**config.mk**
```make
export PLATFORM = sky130hd
export DESIGN_NAME = ps2_host_command_transmitter_flat
export DESIGN_NICKNAME = d
export VERILOG_FILES = /design/src/design/ps2ht_pkg.sv /design/src/design/ps2ht_if.sv /design/src/design/ps2ht_core.sv /design/src/design/ps2_host_command_transmitter.sv /design/src/flat_wrapper.sv
export SDC_FILE = /design/constraint.sdc
export NUM_CORES = 1
export LEC_CHECK = 0
export ABC_AREA = 1
export BUFFER_PORTS_ARGS = -buffer_cell sky130_fd_sc_hd__buf_2
export CAP_MARGIN = 20
export CELL_PAD_IN_SITES_DETAIL_PLACEMENT = 0
export CELL_PAD_IN_SITES_GLOBAL_PLACEMENT = 1
export CORE_ASPECT_RATIO = 0.5
export CORE_MARGIN = 4
export CORE_UTILIZATION = 45
export CTS_CLUSTER_SIZE = 14
export DETAILED_ROUTE_END_ITERATION = 8
export HOLD_SLACK_MARGIN = 0.12
export PLACE_DENSITY_LB_ADDON = 0.1
export REMOVE_ABC_BUFFERS = 1
export SLEW_MARGIN = 20
export SYNTH_ARGS = -nofsm -noshare
export SYNTH_HDL_FRONTEND = slang
export SYNTH_HIERARCHICAL = 1
export SYNTH_SLANG_ARGS = --single-unit
```
**constraint.sdc**
```tcl
create_clock -name clk -period 5.8 [get_ports clk]
set_input_delay 1.16 -clock clk [delete_from_list [all_inputs] [get_ports clk]]
set_output_delay 1.16 -clock clk [all_outputs]
set_load 0.005 [all_outputs]
```
**src/design/ps2ht_pkg.sv**
```systemverilog
// ps2ht_pkg: shared types and constants for the PS/2 host command transmitter.
// No dependencies.
`timescale 1ns / 1ps
`default_nettype none
package ps2ht_pkg;

  localparam int unsigned CfgWidth   = 16;
  localparam int unsigned CfgIdxW    = 2;
  localparam int unsigned ByteW      = 8;
  localparam int unsigned StatusW    = 2;

  localparam logic [CfgIdxW-1:0] CFG_INHIBIT = 2'd0;
  localparam logic [CfgIdxW-1:0] CFG_HOLD    = 2'd1;
  localparam logic [CfgIdxW-1:0] CFG_TIMEOUT = 2'd2;

  localparam logic [CfgWidth-1:0] INHIBIT_RST = 16'd120;
  localparam logic [CfgWidth-1:0] HOLD_RST    = 16'd10;
  localparam logic [CfgWidth-1:0] TIMEOUT_RST = 16'd16000;

  localparam logic [StatusW-1:0] ST_OK     = 2'd0;
  localparam logic [StatusW-1:0] ST_NO_ACK = 2'd1;
  localparam logic [StatusW-1:0] ST_NO_CLK = 2'd2;

  localparam logic MODE_TICK = 1'b0;
  localparam logic MODE_SEND = 1'b1;

  typedef struct packed {
    logic [CfgWidth-1:0] inhibit_ticks;
    logic [CfgWidth-1:0] start_hold_ticks;
    logic [CfgWidth-1:0] edge_timeout_ticks;
  } cfg_t;

  typedef struct packed {
    logic             mode;
    logic [ByteW-1:0] command_byte;
    logic             clk_line;
    logic             data_line;
  } item_t;

  typedef struct packed {
    logic               clk_pull_low;
    logic               data_pull_low;
    logic               receive_enable;
    logic               busy_res;
    logic               done_res;
    logic [StatusW-1:0] send_status;
  } result_t;

endpackage
`default_nettype wire

```
**src/design/ps2ht_if.sv**
```systemverilog
// ps2ht_in_if and ps2ht_out_if: valid/ready channels for tick items and results.
// Depends on ps2ht_pkg.
`timescale 1ns / 1ps
`default_nettype none
interface ps2ht_in_if;
  logic                         valid;
  logic                         ready;
  logic                         mode;
  logic [ps2ht_pkg::ByteW-1:0]  command_byte;
  logic                         clk_line;
  logic                         data_line;

  modport source (output valid, mode, command_byte, clk_line, data_line, input ready);
  modport sink   (input valid, mode, command_byte, clk_line, data_line, output ready);
endinterface

interface ps2ht_out_if;
  logic                          valid;
  logic                          ready;
  logic                          clk_pull_low;
  logic                          data_pull_low;
  logic                          receive_enable;
  logic                          busy_res;
  logic                          done_res;
  logic [ps2ht_pkg::StatusW-1:0] send_status;

  modport source (output valid, clk_pull_low, data_pull_low, receive_enable, busy_res,
                  done_res, send_status, input ready);
  modport sink   (input valid, clk_pull_low, data_pull_low, receive_enable, busy_res,
                  done_res, send_status, output ready);
endinterface
`default_nettype wire

```
**src/design/ps2ht_core.sv**
```systemverilog
// ps2ht_core: transmit sequencer state and the per-item step logic.
// Depends on ps2ht_pkg.
`timescale 1ns / 1ps
`default_nettype none
module ps2ht_core (
  input  wire logic             clk,
  input  wire logic             rst_n,
  input  wire logic             step_en,
  input  wire ps2ht_pkg::item_t item,
  input  wire ps2ht_pkg::cfg_t  cfg,
  output ps2ht_pkg::result_t    res
);

  typedef enum logic [3:0] {
    PH_IDLE, PH_INHIBIT, PH_HOLD, PH_FIRST_LOW, PH_BIT_HIGH, PH_BIT_LOW,
    PH_PAR_HIGH, PH_PAR_LOW, PH_STOP_HIGH, PH_ACK_LOW, PH_END_HIGH
  } phase_t;

  phase_t                              phase_r, phase_nxt;
  logic [3:0]                          bit_index_r, bit_index_nxt;
  logic [ps2ht_pkg::ByteW-1:0]         shift_r, shift_nxt;
  logic                                parity_r, parity_nxt;
  logic [ps2ht_pkg::CfgWidth-1:0]      tick_r, tick_nxt;
  logic                                clk_drv_r, clk_drv_nxt;
  logic                                data_drv_r, data_drv_nxt;
  logic                                rx_en_r, rx_en_nxt;

  logic [ps2ht_pkg::CfgWidth:0]        tick_inc;
  logic [ps2ht_pkg::CfgWidth-1:0]      delay_lim;
  logic                                delay_end;
  logic                                want_high;
  logic                                seen;
  logic                                timed_out;
  logic                                done;
  logic [ps2ht_pkg::StatusW-1:0]       status;

  assign tick_inc  = {1'b0, tick_r} + {{ps2ht_pkg::CfgWidth{1'b0}}, 1'b1};
  assign delay_lim = (phase_r == PH_INHIBIT) ? cfg.inhibit_ticks : cfg.start_hold_ticks;
  assign delay_end = tick_inc >= {1'b0, delay_lim};
  assign want_high = (phase_r == PH_BIT_HIGH) || (phase_r == PH_PAR_HIGH) ||
                     (phase_r == PH_STOP_HIGH) || (phase_r == PH_END_HIGH);
  assign seen      = item.clk_line == want_high;
  assign timed_out = tick_r >= cfg.edge_timeout_ticks;

  always_comb begin
    phase_nxt     = phase_r;
    bit_index_nxt = bit_index_r;
    shift_nxt     = shift_r;
    parity_nxt    = parity_r;
    tick_nxt      = tick_r;
    clk_drv_nxt   = clk_drv_r;
    data_drv_nxt  = data_drv_r;
    rx_en_nxt     = rx_en_r;
    done          = 1'b0;
    status        = ps2ht_pkg::ST_OK;

    if (item.mode == ps2ht_pkg::MODE_SEND) begin
      if (phase_r == PH_IDLE) begin
        shift_nxt     = item.command_byte;
        bit_index_nxt = 4'd0;
        parity_nxt    = 1'b0;
        tick_nxt      = '0;
        clk_drv_nxt   = 1'b1;
        data_drv_nxt  = 1'b0;
        rx_en_nxt     = 1'b0;
        phase_nxt     = PH_INHIBIT;
      end
    end else begin
      case (phase_r)
        PH_IDLE: begin
        end
        PH_INHIBIT, PH_HOLD: begin
          if (delay_end) begin
            tick_nxt = '0;
            if (phase_r == PH_INHIBIT) begin
              data_drv_nxt = 1'b1;
              phase_nxt    = PH_HOLD;
            end else begin
              clk_drv_nxt = 1'b0;
              phase_nxt   = PH_FIRST_LOW;
            end
          end else begin
            tick_nxt = tick_inc[ps2ht_pkg::CfgWidth-1:0];
          end
        end
        PH_FIRST_LOW, PH_BIT_HIGH, PH_BIT_LOW, PH_PAR_HIGH, PH_PAR_LOW,
        PH_STOP_HIGH, PH_ACK_LOW, PH_END_HIGH: begin
          if (seen || timed_out) begin
            tick_nxt = '0;
            case (phase_r)
              PH_FIRST_LOW: begin
                if (seen) begin
                  data_drv_nxt  = ~shift_r[0];
                  parity_nxt    = parity_r ^ shift_r[0];
                  shift_nxt     = {1'b0, shift_r[ps2ht_pkg::ByteW-1:1]};
                  bit_index_nxt = 4'd1;
                  phase_nxt     = PH_BIT_HIGH;
                end else begin
                  done   = 1'b1;
                  status = ps2ht_pkg::ST_NO_CLK;
                end
              end
              PH_BIT_HIGH: phase_nxt = PH_BIT_LOW;
              PH_BIT_LOW: begin
                if (bit_index_r < 4'd8) begin
                  data_drv_nxt  = ~shift_r[0];
                  parity_nxt    = parity_r ^ shift_r[0];
                  shift_nxt     = {1'b0, shift_r[ps2ht_pkg::ByteW-1:1]};
                  bit_index_nxt = bit_index_r + 4'd1;
                  phase_nxt     = PH_BIT_HIGH;
                end else begin
                  data_drv_nxt = parity_r;
                  phase_nxt    = PH_PAR_HIGH;
                end
              end
              PH_PAR_HIGH: phase_nxt = PH_PAR_LOW;
              PH_PAR_LOW: begin
                data_drv_nxt = 1'b0;
                phase_nxt    = PH_STOP_HIGH;
              end
              PH_STOP_HIGH: begin
                data_drv_nxt = 1'b0;
                phase_nxt    = PH_ACK_LOW;
              end
              PH_ACK_LOW: begin
                if (!item.data_line) begin
                  phase_nxt = PH_END_HIGH;
                end else begin
                  done   = 1'b1;
                  status = ps2ht_pkg::ST_NO_ACK;
                end
              end
              PH_END_HIGH: begin
                done   = 1'b1;
                status = ps2ht_pkg::ST_OK;
              end
              default: phase_nxt = phase_r;
            endcase
          end else begin
            tick_nxt = tick_inc[ps2ht_pkg::CfgWidth-1:0];
          end
        end
        default: phase_nxt = PH_IDLE;
      endcase
      if (done) begin
        phase_nxt    = PH_IDLE;
        tick_nxt     = '0;
        clk_drv_nxt  = 1'b0;
        data_drv_nxt = 1'b0;
        rx_en_nxt    = 1'b1;
      end
    end
  end

  always_comb begin
    res.clk_pull_low   = clk_drv_nxt;
    res.data_pull_low  = data_drv_nxt;
    res.receive_enable = rx_en_nxt;
    res.busy_res       = phase_nxt != PH_IDLE;
    res.done_res       = done;
    res.send_status    = status;
  end

  always_ff @(posedge clk) begin
    if (!rst_n) begin
      phase_r     <= PH_IDLE;
      bit_index_r <= 4'd0;
      shift_r     <= '0;
      parity_r    <= 1'b0;
      tick_r      <= '0;
      clk_drv_r   <= 1'b0;
      data_drv_r  <= 1'b0;
      rx_en_r     <= 1'b1;
    end else if (step_en) begin
      phase_r     <= phase_nxt;
      bit_index_r <= bit_index_nxt;
      shift_r     <= shift_nxt;
      parity_r    <= parity_nxt;
      tick_r      <= tick_nxt;
      clk_drv_r   <= clk_drv_nxt;
      data_drv_r  <= data_drv_nxt;
      rx_en_r     <= rx_en_nxt;
    end
  end

endmodule
`default_nettype wire

```
**src/design/ps2_host_command_transmitter.sv**
```systemverilog
// Results are registered: an item in the input register is stepped and captured in the
// result register. Throughput: one item per cycle while out_ch.ready holds; the input
// register takes the next item while a result waits; the sequencer steps once per item.
// Reset (rst_n low, synchronous): sequencer idle, lines released, receive enabled,
// configuration back to 120 / 10 / 16000 ticks, both pipeline registers empty.
`timescale 1ns / 1ps
`default_nettype none
module ps2_host_command_transmitter (
  input  wire logic                              clk,
  input  wire logic                              rst_n,
  ps2ht_in_if.sink                               in_ch,
  ps2ht_out_if.source                            out_ch,
  input  wire logic                              cfg_we,
  input  wire logic [ps2ht_pkg::CfgIdxW-1:0]     cfg_index,
  input  wire logic [ps2ht_pkg::CfgWidth-1:0]    cfg_wdata
);

  ps2ht_pkg::cfg_t    cfg_r;
  logic               in_valid_r;
  ps2ht_pkg::item_t   in_item_r;
  logic               out_valid_r;
  ps2ht_pkg::result_t out_res_r;
  ps2ht_pkg::result_t step_res;
  logic               advance;

  assign advance     = in_valid_r && (!out_valid_r || out_ch.ready);
  assign in_ch.ready = !in_valid_r || advance;

  always_ff @(posedge clk) begin
    if (!rst_n) begin
      cfg_r.inhibit_ticks      <= ps2ht_pkg::INHIBIT_RST;
      cfg_r.start_hold_ticks   <= ps2ht_pkg::HOLD_RST;
      cfg_r.edge_timeout_ticks <= ps2ht_pkg::TIMEOUT_RST;
    end else if (cfg_we) begin
      case (cfg_index)
        ps2ht_pkg::CFG_INHIBIT: cfg_r.inhibit_ticks      <= cfg_wdata;
        ps2ht_pkg::CFG_HOLD:    cfg_r.start_hold_ticks   <= cfg_wdata;
        ps2ht_pkg::CFG_TIMEOUT: cfg_r.edge_timeout_ticks <= cfg_wdata;
        default: ;
      endcase
    end
  end

  always_ff @(posedge clk) begin
    if (!rst_n) begin
      in_valid_r <= 1'b0;
    end else if (in_ch.ready) begin
      in_valid_r <= in_ch.valid;
    end
  end

  always_ff @(posedge clk) begin
    if (in_ch.valid && in_ch.ready) begin
      in_item_r.mode         <= in_ch.mode;
      in_item_r.command_byte <= in_ch.command_byte;
      in_item_r.clk_line     <= in_ch.clk_line;
      in_item_r.data_line    <= in_ch.data_line;
    end
  end

  ps2ht_core u_core (
    .clk     (clk),
    .rst_n   (rst_n),
    .step_en (advance),
    .item    (in_item_r),
    .cfg     (cfg_r),
    .res     (step_res)
  );

  always_ff @(posedge clk) begin
    if (!rst_n) begin
      out_valid_r <= 1'b0;
    end else if (advance) begin
      out_valid_r <= 1'b1;
    end else if (out_ch.ready) begin
      out_valid_r <= 1'b0;
    end
  end

  always_ff @(posedge clk) begin
    if (advance) begin
      out_res_r <= step_res;
    end
  end

  assign out_ch.valid          = out_valid_r;
  assign out_ch.clk_pull_low   = out_res_r.clk_pull_low;
  assign out_ch.data_pull_low  = out_res_r.data_pull_low;
  assign out_ch.receive_enable = out_res_r.receive_enable;
  assign out_ch.busy_res       = out_res_r.busy_res;
  assign out_ch.done_res       = out_res_r.done_res;
  assign out_ch.send_status    = out_res_r.send_status;

endmodule
`default_nettype wire

```
**src/flat_wrapper.sv**
```systemverilog
// flat-port wrapper written by rule: the top's interface ports become plain ports
module ps2_host_command_transmitter_flat 
  (clk, rst_n, cfg_we, cfg_index, cfg_wdata, in_ch_valid, in_ch_mode, in_ch_command_byte, in_ch_clk_line, in_ch_data_line, in_ch_ready, out_ch_valid, out_ch_clk_pull_low, out_ch_data_pull_low, out_ch_receive_enable, out_ch_busy_res, out_ch_done_res, out_ch_send_status, out_ch_ready);
  ps2ht_in_if in_ch_i ();
  ps2ht_out_if out_ch_i ();
  input  wire logic clk;
  input  wire logic rst_n;
  input  wire logic cfg_we;
  input  wire logic [ps2ht_pkg::CfgIdxW-1:0] cfg_index;
  input  wire logic [ps2ht_pkg::CfgWidth-1:0] cfg_wdata;
  input wire logic [$bits(in_ch_i.valid)-1:0] in_ch_valid;
  input wire logic [$bits(in_ch_i.mode)-1:0] in_ch_mode;
  input wire logic [$bits(in_ch_i.command_byte)-1:0] in_ch_command_byte;
  input wire logic [$bits(in_ch_i.clk_line)-1:0] in_ch_clk_line;
  input wire logic [$bits(in_ch_i.data_line)-1:0] in_ch_data_line;
  output wire logic [$bits(in_ch_i.ready)-1:0] in_ch_ready;
  output wire logic [$bits(out_ch_i.valid)-1:0] out_ch_valid;
  output wire logic [$bits(out_ch_i.clk_pull_low)-1:0] out_ch_clk_pull_low;
  output wire logic [$bits(out_ch_i.data_pull_low)-1:0] out_ch_data_pull_low;
  output wire logic [$bits(out_ch_i.receive_enable)-1:0] out_ch_receive_enable;
  output wire logic [$bits(out_ch_i.busy_res)-1:0] out_ch_busy_res;
  output wire logic [$bits(out_ch_i.done_res)-1:0] out_ch_done_res;
  output wire logic [$bits(out_ch_i.send_status)-1:0] out_ch_send_status;
  input wire logic [$bits(out_ch_i.ready)-1:0] out_ch_ready;
  assign in_ch_i.valid = in_ch_valid;
  assign in_ch_i.mode = in_ch_mode;
  assign in_ch_i.command_byte = in_ch_command_byte;
  assign in_ch_i.clk_line = in_ch_clk_line;
  assign in_ch_i.data_line = in_ch_data_line;
  assign in_ch_ready = in_ch_i.ready;
  assign out_ch_valid = out_ch_i.valid;
  assign out_ch_clk_pull_low = out_ch_i.clk_pull_low;
  assign out_ch_data_pull_low = out_ch_i.data_pull_low;
  assign out_ch_receive_enable = out_ch_i.receive_enable;
  assign out_ch_busy_res = out_ch_i.busy_res;
  assign out_ch_done_res = out_ch_i.done_res;
  assign out_ch_send_status = out_ch_i.send_status;
  assign out_ch_i.ready = out_ch_ready;
  ps2_host_command_transmitter u_core (.clk(clk), .rst_n(rst_n), .in_ch(in_ch_i), .out_ch(out_ch_i), .cfg_we(cfg_we), .cfg_index(cfg_index), .cfg_wdata(cfg_wdata));
endmodule
```
==> results.md, run 1 <==
- CTS Buf Count: 9
- Resized cells post-CTS: 0
- Max cap viols: 0
- RSZ-0062 raised after global routing: false
- Hold Buf Count CTS: 0
- Tcrit/Tclk final: 0.678
- Buf/Inv on CP: 1
- Switching Fraction: 0.281
- Clk sinks: roughly 100
- Post-CTS setup repair buffer count: 0
- Largest net degree at the start of global routing: 54
- Fillers: about 1300
- Hold WS: about 0.46 ns
- Share of cells above drive strength 1: 0.116
- Average cell area after synthesis: 7.13 sq um
- Family with the most delay on the worst path: simple AND/OR/NAND/NOR gates
- Die Ht: around 90 um
- Routability cong.: approximately 0.9
- Tot GR Track Use: 0.193
- Global-route wire length before repair: ~25 mm
- Number of global-route vias before repair: about 4700
- Seq/Total Area, Yosys: 0.368
- Combinational power share: 0.148
- Nets: 949
- CP required: slightly below 6 ns
- Flop pwr share: 0.488
- Root Driver: clkbuf_16
- Synth Cell Area: 6140 sq um
- Core Area: between 10000 and 15000 sq um
- Vias: about 5300
- DRT iter0 DRCs: approximately 380
- Fin util: 0.512
- Number of flops mapped to enable cells by yosys: 18
- Maximum vdd drop: roughly 160 uV
- Final Max Slew Viols: 0
- CP Capture Type: register
- WL/cell: 14.4 um
- Cell Pwr Density: roughly 240 nW/um^2
- Port Buffers: 42
- Final Hold Vio Count: 0
- # DRC: 0
- Outcome: finished clean
- Placed inst area: about 6400 sq um
- DRT Pass-1 Iters: 6
- Die width: between 150 and 200 um
- Leakage: between 3 and 4 nW
- Net Sw Power: between 0.4 and 0.5 mW
- Worst slew pin tran: roughly 0.81 ns
- Hold Path Depth: 2
- Worst-Skew Late Latency: 0.36 ns
- Clock Path Buffers: 2
- CP max FO: 5
- CP startpoint kind: register
- Worst Reg2Reg Path Length in Cells: 19
- Worst path most repeated cell: nand2_1
- Row cnt: 29
- Area Growth Syn to Fin: 8.35%
- H-tree Lvls: 3
- Antenna-violating nets left: 0
- Fmax achieved: around 250 MHz
- Setup TNS Final: 0 ns
- CTS tree: built
- Initial antenna violation count: 0
- CP arrival: just over 4 ns
- Post-synth top flop: dfxtp_1
- #FFs+latches synth: ~100
- Ys Warns: 6
- Setup Skew: about 0.011 ns
- Int Pwr: ~1.2 mW
- Slew Limit Headroom: 0.458
- FFs w/ async S/R, synth: 0
- HPWL Detailed: approximately 11 mm
- Cell count along the critical path: 19
- Reg clk slew, reported paths: around 0.07 ns
- CP Cell Sequence: inv_1 > nor2_1 > nand4_1 > nor4_1 > nand3_1 > nor2_1 > xor2_1 > ha_1 > nand4_1 > nor4_1 > nand2_1 > nand3_1 > nand2_1 > nand3_1 > nand2_1 > nand3_1 > nand2_1 > nor2_1 > nand2_1
- Min Tclk post-route: roughly 4 ns
- Post-route design area: between 6000 and 7000 sq um
- GRT Residual Overflow: 0
- I/O pin cnt: 43
- Critical path's slowest cell: nor4_1
- Clk network pwr share: 0.364
- Area of the die: 15700 sq um
- Worst Hold Class: register to register
- Number of diodes: 0
- CP max stage delay: 0.43 ns
- Final setup vio count: 0
- Initial core utilization: 0.473
- Setup CP Type: register to register
- Drt via density: 5.06
- Drt total wl: 15.2 mm
- Yosys cell types: 45
- Mapped Cells: roughly 860
[area by class of cell]
| class | count | area, sq um | share of cell area |
|---|---|---|---|
| clock inverters | 2 | 12.5 | 0.00188 |
| flip-flops and latches | 104 | 2260 | 0.340 |
| repair buffers | 47 | 268 | 0.0402 |
| multi-input cells | 595 | 3170 | 0.476 |
| inverters | 124 | 465 | 0.0699 |
| clock buffers | 14 | 264 | 0.0397 |
| well taps | 170 | 213 | 0.0320 |
[layer usage]
metal	vias up	GRT usage	routed length, um
met3	14	0.0498	768
met1	2441	0.289	8150
li1	2790	-	-
met4	0	0.0431	132
met5	-	0	0
met2	102	0.277	6160
[Yosys cell counts (2+ instances only)]
library cell    n  area (sq um)
o22ai_1         2          12.5
nand3_1        64           320
xor2_1          8          70.1
nor2_1         94           353
inv_1         110           413
nor3_1          5          25.0
buf_2           9          45.0
a21oi_2         7          61.3
nor4_1          3          18.8
edfxtp_1       18           541
or2_2           2          12.5
o211ai_1        2          15.0
buf_6           7          78.8
nand3_4         2          35.0
clkbuf_1       13          48.8
ha_1           34           425
buf_4           7          52.6
xnor2_1         6          52.6
nand2_1       226           848
o21ai_0        20           100
nor2_2          7          43.8
mux2i_1        15           150
a21oi_1        59           295
nand4_1        22           138
inv_2          14          52.6
dfxtp_1        86          1720
[worst reg2reg max path, cell delays in order, from the launching register on]
cell and delay [ns]:
dfxtp_1 0.38, inv_1 0.10, nor2_1 0.24, nand4_1 0.21, nor4_1 0.42, nand3_1 0.20
nor2_1 0.16, xor2_1 0.23, ha_1 0.25, nand4_1 0.16, nor4_1 0.43, nand2_1 0.13
nand3_1 0.21, nand2_1 0.10, nand3_1 0.09, nand2_1 0.05, nand3_1 0.09, nand2_1 0.09
nor2_1 0.10, nand2_1 0.06
[metrics by stage]
step | power [mW] | cells | worst slack (ns)
after floorplan | 0.956 | 823 | 2.29
after global placement | 1.04 | 1039 | 1.81
after detailed placement | 1.04 | 1040 | 1.88
after CTS | 1.63 | 1056 | 1.84
after global routing | 1.70 | 1056 | 1.34
final | 1.62 | 1056 | 1.87
[kinds of logic (layout without fill, tap and decap cells)]
| kind of cell | after synthesis | after routing | synth area share |
|---|---|---|---|
| AO/OA/AOI/OAI | 98 | 98 | 0.0921 |
| buffers and inverters | 162 | 187 | 0.116 |
| flip-flops | 104 | 104 | 0.368 |
| multiplexers | 16 | 16 | 0.0263 |
| adder cells (fa/ha/maj) | 34 | 34 | 0.0693 |
| XOR/XNOR | 15 | 15 | 0.0226 |
| AND/OR/NAND/NOR | 432 | 432 | 0.306 |
[state kept, by name, indices dropped and copies added (netlist names)]
name	count
u_core/u_core/data_drv_r	1
u_core/out_ch.data_pull_low	1
u_core/cfg_r	48
u_core/in_item_r	11
u_core/in_valid_r	1
u_core/u_core/tick_r	16
u_core/out_ch.done_res	1
u_core/out_ch.send_status	2
u_core/out_ch.receive_enable	1
u_core/u_core/clk_drv_r	1
u_core/out_ch.clk_pull_low	1
u_core/u_core/bit_index_r	4
u_core/u_core/phase_r	4
u_core/out_ch.valid	1
u_core/u_core/rx_en_r	1
u_core/out_ch.busy_res	1
u_core/u_core/parity_r	1
u_core/u_core/shift_r	8
[layout by cell type, fill, tap and decap left out, drive strengths merged]
| master | n |
|---|---|
| a2bb2oi | 1 |
| a21oi | 66 |
| nor3b | 1 |
| ha | 34 |
| o21ai | 22 |
| nor3 | 5 |
| nor2 | 103 |
| nand3 | 66 |
| dfxtp | 86 |
| nand4 | 24 |
| clkbuf | 14 |
| a211oi | 2 |
| o21ba | 1 |
| o22ai | 2 |
| xnor2 | 6 |
| buf | 47 |
| mux2 | 1 |
| mux2i | 15 |
| o211ai | 2 |
| o2111ai | 1 |
| inv | 126 |
| o31ai | 1 |
| and2 | 1 |
| xor2 | 9 |
| or2 | 2 |
| nand2 | 227 |
| nor4 | 3 |
| edfxtp | 18 |
[worst paths after layout]
path	startpoint	to	slack [ns]
max	u_core/u_core/tick_r[0]	u_core/out_ch.busy_res	1.87
min	u_core/u_core/shift_r[4]	u_core/u_core/shift_r[4]	0.46
max reg2reg	u_core/u_core/tick_r[0]	u_core/out_ch.busy_res	1.87
min reg2reg	u_core/u_core/shift_r[4]	u_core/u_core/shift_r[4]	0.46
[power by group through the flow]
stage / logic [mW] / registers [mW] / clock network, mW
global placement: 0.234 / 0.806 / 0
detailed placement: 0.236 / 0.807 / 0
global route: 0.268 / 0.794 / 0.635
finish: 0.239 / 0.790 / 0.590
floorplan: 0.157 / 0.799 / 0
CTS: 0.237 / 0.790 / 0.607
Note: power is estimated with default switching activity, not from simulation.
==> inputs of run 2 (changes only) <==
--- a/config.mk
+++ b/config.mk
@@ -5,14 +5,14 @@
 export SDC_FILE = /design/constraint.sdc
 export NUM_CORES = 1
 export LEC_CHECK = 0
-export ABC_AREA = 1
+export ABC_AREA = 0
 export BUFFER_PORTS_ARGS = -buffer_cell sky130_fd_sc_hd__buf_2
 export CAP_MARGIN = 20
 export CELL_PAD_IN_SITES_DETAIL_PLACEMENT = 0
 export CELL_PAD_IN_SITES_GLOBAL_PLACEMENT = 1
 export CORE_ASPECT_RATIO = 0.5
 export CORE_MARGIN = 4
-export CORE_UTILIZATION = 45
+export CORE_UTILIZATION = 42
 export CTS_CLUSTER_SIZE = 14
 export DETAILED_ROUTE_END_ITERATION = 8
 export HOLD_SLACK_MARGIN = 0.12
==> constraint.sdc (replaced) <==
create_clock -name clk -period 3.5 [get_ports clk]
set_input_delay 0.7 -clock clk [delete_from_list [all_inputs] [get_ports clk]]
set_output_delay 0.7 -clock clk [all_outputs]
set_load 0.005 [all_outputs]
==> run 2 against run 1 <==
Net effect:
- clock power grew 83%
- power grew 63%
- critical path type unchanged
- via count shrank 6.2%
- synthesized cell count shrank 21%
- non-clock buffer count grew 29
- hold slack lost 0.0050 ns
==> results.md, run 2 <==
- Cell with the most instances after synthesis: nand2_1
- Share of cells above drive strength 1: 0.165 (+0.0488)
- Largest Register: u_core/cfg_r
- Cell Pwr Density: 386 nW/um^2 (+58%)
- Share of the synthesized area in the top cell type: 0.284 (+0.00370)
- Worst Setup EP: u_core/out_ch.data_pull_low
- CP max FO: 5 (unchanged)
- Leakage: 2.84 nW (-12%)
- # DRC: 0 (unchanged)
- Final setup vio count: 0 (unchanged)
- Die Ht: 93.0 um (+2.6%)
- Largest net degree at the start of global routing: 34 (-37%)
- Placed insts: 903 (-13%)
- Post-synth top flop: dfxtp_1
- Worst-Skew Late Latency: 0.36 ns (about the same)
- Fin util: 0.495 (-0.0170)
- Initial antenna violation count: 0 (unchanged)
- #FFs+latches synth: 104 (unchanged)
- Area of the die: 16500 sq um (+5.4%)
- HPWL Detailed: 11.0 mm (+0.70%)
- GRT Residual Overflow: 0 (unchanged)
- Setup CP Type: register to register
- H-tree Lvls: 3 (unchanged)
- Slew Limit Headroom: 0.418 (-0.0396)
- Clk sinks: 104 (unchanged)
- Worst r2r src: u_core/u_core/tick_r[0]
- Top cells by count, synth: nand2_1, dfxtp_1, mux2i_1
- Most frequent cells in the layout: nand2_1, dfxtp_1, mux2i_1, a21oi_1, buf_2
- Final Max Slew Viols: 0 (unchanged)
- CP arrival: 3.31 ns (-0.74 ns)
- Port Buffers: 42 (unchanged)
- Initial core utilization: 0.438 (-0.0352)
- Area Growth Syn to Fin: 13.2%
- Root Driver: clkbuf_16
- Number of flops mapped to enable cells by yosys: 18 (unchanged)
- Drt total wl: 15.4 mm (+1.2%)
- Setup Skew: 0.0135 ns (+0.00274 ns)
- Leading cell type in the layout, fill and taps excluded: nand2_1
- Hold Buf Count CTS: 0 (unchanged)
- Number of global-route vias before repair: 4731 (+0.75%)
- CP Cell Sequence: ha_1 > nand4_1 > nor2_2 > nand4_1 > xnor2_1 > ha_1 > and2_1 > a221oi_2 > o21ai_1 > nor2_2 > a311oi_1 > a2111oi_2 > o21ai_0
- Worst Reg2Reg Path Length in Cells: 13 (-6)
- Setup slack, reg-to-reg: 0.29 ns (-1.57 ns)
- Largest registers: u_core/cfg_r x48, u_core/u_core/tick_r x16, u_core/in_item_r x11
- Mapped Cells: 684 (-21%)
- Tot GR Track Use: 0.191 (-0.00150)
- Reg clk slew, reported paths: 0.08 ns (about the same)
- CP required: 3.60 ns (-2.31 ns)
- Critical path's slowest cell: a2111oi_2
- DRT Pass-1 Iters: 5 (-1)
- Final Hold Vio Count: 0 (unchanged)
- CTS Buf Count: 9 (unchanged)
- Core Area: 13900 sq um (+6.6%)
- Global-route wire length before repair: 25.0 mm (+1.9%)
- Tcrit/Tclk final: 0.916 (+0.238)
- Routability cong.: 0.823 (-9.0%)
- CTS tree: built
- Finished Layout Cells: 919 (-13%)
- Synth Cell Area: 6060 sq um (-1.3%)
- DRT iter0 DRCs: 285 (-25%)
- Hold Path Depth: 2 (unchanged)
- Fmax achieved: 312 MHz (+23%)
- Maximum vdd drop: 229 uV (+44%)
- Critical Path Start: u_core/u_core/tick_r[0]
- Worst Hold Class: register to register
- Nets: 790 (-17%)
- WL/cell: 16.8 um (+16%)
- CP Capture Type: register
- RSZ-0062 raised after global routing: false
- CP max stage delay: 0.36 ns (-0.07 ns)
- Outcome: finished clean
- Seq/Total Area, Yosys: 0.373 (+0.00487)
- Ys Warns: 6 (unchanged)
- Fillers: 1335 (+0.075%)
- Clock Path Buffers: 2 (unchanged)
- Post-CTS setup repair buffer count: 0 (unchanged)
- FFs w/ async S/R, synth: 0 (unchanged)
- Max cap viols: 0 (unchanged)
- CP startpoint kind: register
- Setup TNS Final: 0 ns (unchanged)
- Number of diodes: 0 (unchanged)
- Worst r2r dst: u_core/out_ch.data_pull_low
- Die width: 178 um (+2.7%)
- Yosys cell types: 74 (+64%)
- Yosys top cell by area: dfxtp_1
- Worst slew pin tran: 0.870 ns (+0.0568 ns)
- Drt via density: 5.46 (+7.8%)
- I/O pin cnt: 43 (unchanged)
- Number of flip-flops in the largest register: 48 (unchanged)
- Antenna-violating nets left: 0 (unchanged)
- Top cells by area, synth: dfxtp_1, mux2i_1, edfxtp_1
- Average cell area after synthesis: 8.86 sq um (+24%)
- Vias: 5018 (-6.2%)
- Min Tclk post-route: 3.21 ns (-0.728 ns)
- Row cnt: 30 (+3.4%)
-- run 2: worst max-delay path, delay by kind of cell, from the launching register on --
family	cells	cell delay [ns]
AOI/OAI and AO/OA	5	1.07
xor gates and xnor gates	1	0.22
adders and majority gates	2	0.47
DFF	1	0.34
and+or+nand+nor	5	0.87
-- run 2: logic make-up after synthesis --
logic type	after synthesis	share of synthesized area
AOI/OAI and AO/OA	147	0.164
xor gates and xnor gates	16	0.0231
adders and majority gates	34	0.0702
buffers and inverters	88	0.0660
DFF	104	0.373
muxes	64	0.106
and+or+nand+nor	231	0.197
-- run 2: layer usage --
layer,GRT usage,part of all wire,up-vias,wire length (um)
li1,-,-,2533,-
met1,0.284,0.53,2352,8160
met2,0.278,0.41,120,6330
met3,0.0473,0.051,13,782
met4,0.0424,0.0086,0,132
met5,0,0,-,0
-- run 2: repair_timing --
| action | CTS | global route |
|---|---|---|
| resized for setup | 1 | 6 |
| pin swaps | 0 | 3 |
| setup endpoints to repair | 1 | 21 |
-- run 2: metrics by stage --
step                      hold WS, ns  power, mW  cell area [sq um]  worst slack, ns
after floorplan                 0.428       1.47               5810           -0.597
after global placement          0.440       1.59               6520           0.0878
after detailed placement        0.445       1.59               6520          0.00975
after CTS                       0.462       2.67               6840           0.0604
after global routing            0.473       2.74               6860           0.0397
final                           0.457       2.64               6860            0.295
-- run 2: worst min-delay path by stage --
stage	slack, ns	to	startpoint
floorplan	0.43	u_core/u_core/shift_r[7]	u_core/u_core/shift_r[7]
global placement	0.44	u_core/cfg_r[32]	u_core/cfg_r[32]
detailed placement	0.45	u_core/u_core/shift_r[7]	u_core/u_core/shift_r[7]
CTS	0.46	u_core/cfg_r[31]	u_core/cfg_r[31]
global route	0.47	u_core/cfg_r[21]	u_core/cfg_r[21]
finish	0.46	u_core/cfg_r[16]	u_core/cfg_r[16]
-- run 2: area by class of cell --
cell class,count,area (sq um),share of cell area
inverter,39,146,0.0213
clock buffer,12,267,0.0388
clock inverter,4,51.3,0.00748
tap,192,240,0.0350
timing repair buffer,76,465,0.0678
multi-input combinational,492,3430,0.500
sequential,104,2260,0.330
-- run 2: where the power goes --
part           switching, mW  internal, mW
Sequential            0.0208          1.26
Clock                  0.469         0.614
Combinational          0.174         0.108
Total                  0.663          1.98
==> inputs of run 3 (changes only) <==
--- a/config.mk
+++ b/config.mk
@@ -5,14 +5,14 @@
 export SDC_FILE = /design/constraint.sdc
 export NUM_CORES = 1
 export LEC_CHECK = 0
-export ABC_AREA = 0
+export ABC_AREA = 1
 export BUFFER_PORTS_ARGS = -buffer_cell sky130_fd_sc_hd__buf_2
 export CAP_MARGIN = 20
 export CELL_PAD_IN_SITES_DETAIL_PLACEMENT = 0
 export CELL_PAD_IN_SITES_GLOBAL_PLACEMENT = 1
 export CORE_ASPECT_RATIO = 0.5
 export CORE_MARGIN = 4
-export CORE_UTILIZATION = 42
+export CORE_UTILIZATION = 40
 export CTS_CLUSTER_SIZE = 14
 export DETAILED_ROUTE_END_ITERATION = 8
 export HOLD_SLACK_MARGIN = 0.12
==> constraint.sdc (replaced) <==
create_clock -name clk -period 3.5 [get_ports clk]
set_input_delay 0.7 -clock clk [delete_from_list [all_inputs] [get_ports clk]]
set_output_delay 0.7 -clock clk [all_outputs]
set_load 0.01 [all_outputs]
==> run 3 against run 2 <==
Net effect:
- combinational power rose by 54%
- sequential power barely moved
- worst setup slack got worse by 0.25 ns
- wire length rose by 5.5%
- via count increased by 8.7%
- largest power group unchanged
- critical endpoint is now u_core/u_core/tick_r[14]
- utilization decreased by 1.1 points
- clock power shrank 6%
- clock skew shrank 0.0019 ns
- critical path type unchanged
- sequential share of layout area shrank 1.2 points
==> results.md, run 3 (same netlist as run 1, synthesis figures left out) <==
- Fmax achieved: 290 MHz (-7.1%)
- Leading cell type in the layout, fill and taps excluded: nand2_1
- Clock Path Buffers: 2 (unchanged)
- Pre-CTS setup slack: -0.00788 ns (-0.0176 ns)
- Area of the die: 17500 sq um (+6.0%)
- Placed inst area: 6560 sq um (+0.52%)
- Initial core utilization: 0.417 (-0.0209)
- Slew Limit Headroom: 0.549 (+0.131)
- Outcome: finished clean
- DRT iter0 DRCs: 345 (+21%)
- CTS Buf Count: 9 (unchanged)
- H-tree Lvls: 3 (unchanged)
- Placed insts: 1088 (+20%)
- Antenna-violating nets left: 0 (unchanged)
- Min Tclk post-route: 3.45 ns (+0.246 ns)
- Worst slew pin tran: 0.676 ns (-0.195 ns)
- Routability cong.: 0.826 (+0.41%)
- Number of flip-flops in the largest register: 48 (unchanged)
- Hold Path Depth: 2 (unchanged)
- CP max stage delay: 0.39 ns (+0.03 ns)
- Share of cells above drive strength 1: 0.182 (+0.0172)
- Initial antenna violation count: 0 (unchanged)
- Number of diodes: 0 (unchanged)
- RSZ-0062 raised after global routing: true
- Hold WS: 0.461 ns (+0.00426 ns)
- Max cap viols: 0 (unchanged)
- Leakage: 3.44 nW (+21%)
- Worst Hold Launch: u_core/cfg_r[11]
- Drt total wl: 16.3 mm (+5.5%)
- Final Max Slew Viols: 0 (unchanged)
- CP required: 3.78 ns (+0.18 ns)
- GRT Residual Overflow: 0 (unchanged)
- Final Hold Vio Count: 0 (unchanged)
- Fillers: 1525 (+14%)
- Tcrit/Tclk final: 0.986 (+0.0704)
- Total power: 2.75 mW (+4.0%)
- Worst Slack Setup Final: 0.0485 ns (-0.246 ns)
- Area Growth Syn to Fin: 16.3%
- Root Driver: clkbuf_16
- Worst Reg2Reg Path Length in Cells: 21 (+8)
- Largest net degree at the start of global routing: 34 (unchanged)
- Hold Buf Count CTS: 0 (unchanged)
- CP Capture Type: register
- Maximum vdd drop: 241 uV (+5.0%)
- Number of global-route vias before repair: 4947 (+4.6%)
- CTS tree: built
- Die Ht: 95.6 um (+2.9%)
- Largest Register: u_core/cfg_r
- Final setup vio count: 0 (unchanged)
- Setup Skew: 0.0116 ns (-0.00190 ns)
- Core Area: 14700 sq um (+6.4%)
- # DRC: 0 (unchanged)
- CP max FO: 8 (+3)
- Setup TNS Final: 0 ns (unchanged)
- Worst-Skew Late Latency: 0.35 ns (about the same)
- Post-route design area: 7140 sq um (+4.1%)
- HPWL Detailed: 11.4 mm (+3.8%)
- Worst r2r src: u_core/u_core/tick_r[0]
- Port Buffers: 42 (unchanged)
- Tot GR Track Use: 0.183 (-0.00850)
- Worst Hold Class: register to register
- CP startpoint kind: register
- Row cnt: 31 (+3.3%)
- Drt via density: 4.92 (-9.9%)
- Die width: 183 um (+3.0%)
- Clk sinks: 104 (unchanged)
- Vias: 5456 (+8.7%)
- Most frequent cells in the layout: nand2_1, inv_1, nor2_1, dfxtp_1, nand3_1
- Cell Pwr Density: 385 nW/um^2 (-0.13%)
- Critical path's slowest cell: dfxtp_4
- CP Cell Sequence: ha_4 > nand3_2 > nor3_4 > inv_1 > nor3_2 > buf_4 > nand2_1 > xor2_1 > inv_1 > ha_4 > a21oi_1 > o21ai_0 > nand4_1 > nand2_1 > nor2_2 > nand3_2 > buf_6 > a211oi_4 > clkbuf_16 > nand2_2 > a21oi_2
- Register Area: 2270 sq um (+0.39%)
- Critical Path Start: u_core/u_core/tick_r[0]
- DRT Pass-1 Iters: 5 (unchanged)
- Reg clk slew, reported paths: 0.08 ns (about the same)
- Global-route wire length before repair: 25.6 mm (+2.2%)
- Setup CP Type: register to register
- WL/cell: 14.7 um (-13%)
- Largest registers: u_core/cfg_r x48, u_core/u_core/tick_r x16, u_core/in_item_r x11
- Fin util: 0.485 (-0.0106)
- I/O pin cnt: 43 (unchanged)
- CP arrival: 3.74 ns (+0.43 ns)
- Multi-input logic area: 3400 sq um (-0.77%)
- Finished Layout Cells: 1109 (+21%)
- Nets: 974 (+23%)
==> run 3: critical path, delay by kind of cell (launching register included) <==
kind / cells / cell delay (ns)
xor+xnor: 1 / 0.14
simple gates: 9 / 0.96
compound gates: 4 / 0.79
flops: 1 / 0.39
buf+inv: 5 / 0.73
fa+ha+maj: 2 / 0.38
==> run 3: final timing paths <==
path	endpoint	slack (ns)
max	u_core/u_core/tick_r[14]	0.05
min	u_core/cfg_r[11]	0.46
max reg2reg	u_core/u_core/tick_r[14]	0.05
min reg2reg	u_core/cfg_r[11]	0.46
==> run 3: timing repair <==
action / in CTS / in global routing
resized for setup: 1 / 50
buffers inserted: 0 / 4
endpoints found under the setup margin: 3 / 23
pin swaps: 0 / 19
gates cloned: 0 / 1
==> run 3: layout make-up <==
| type | instances | area share |
|---|---|---|
| multi-input cells | 595 | 0.476 |
| flip-flops and latches | 104 | 0.318 |
| repair buffers | 72 | 0.0657 |
| inverters | 124 | 0.0651 |
| well taps | 198 | 0.0347 |
| clock buffers | 11 | 0.0326 |
| clock inverters | 5 | 0.00788 |
==> run 3: per-layer routing <==
metal | wire [um] | up-vias | global-route usage
li1 | - | 2839 | -
met3 | 789 | 9 | 0.0450
met1 | 8640 | 2495 | 0.276
met2 | 6730 | 113 | 0.270
met4 | 88 | 0 | 0.0229
met5 | 0 | - | 0
==> run 3: where the power goes <==
part | internal [mW] | switching [mW] | leakage (nW) | total [mW]
Combinational | 0.152 | 0.283 | 2.42 | 0.435
Sequential | 1.27 | 0.0349 | 0.877 | 1.31
Clock | 0.556 | 0.455 | 0.142 | 1.01
Total | 1.98 | 0.772 | 3.44 | 2.75
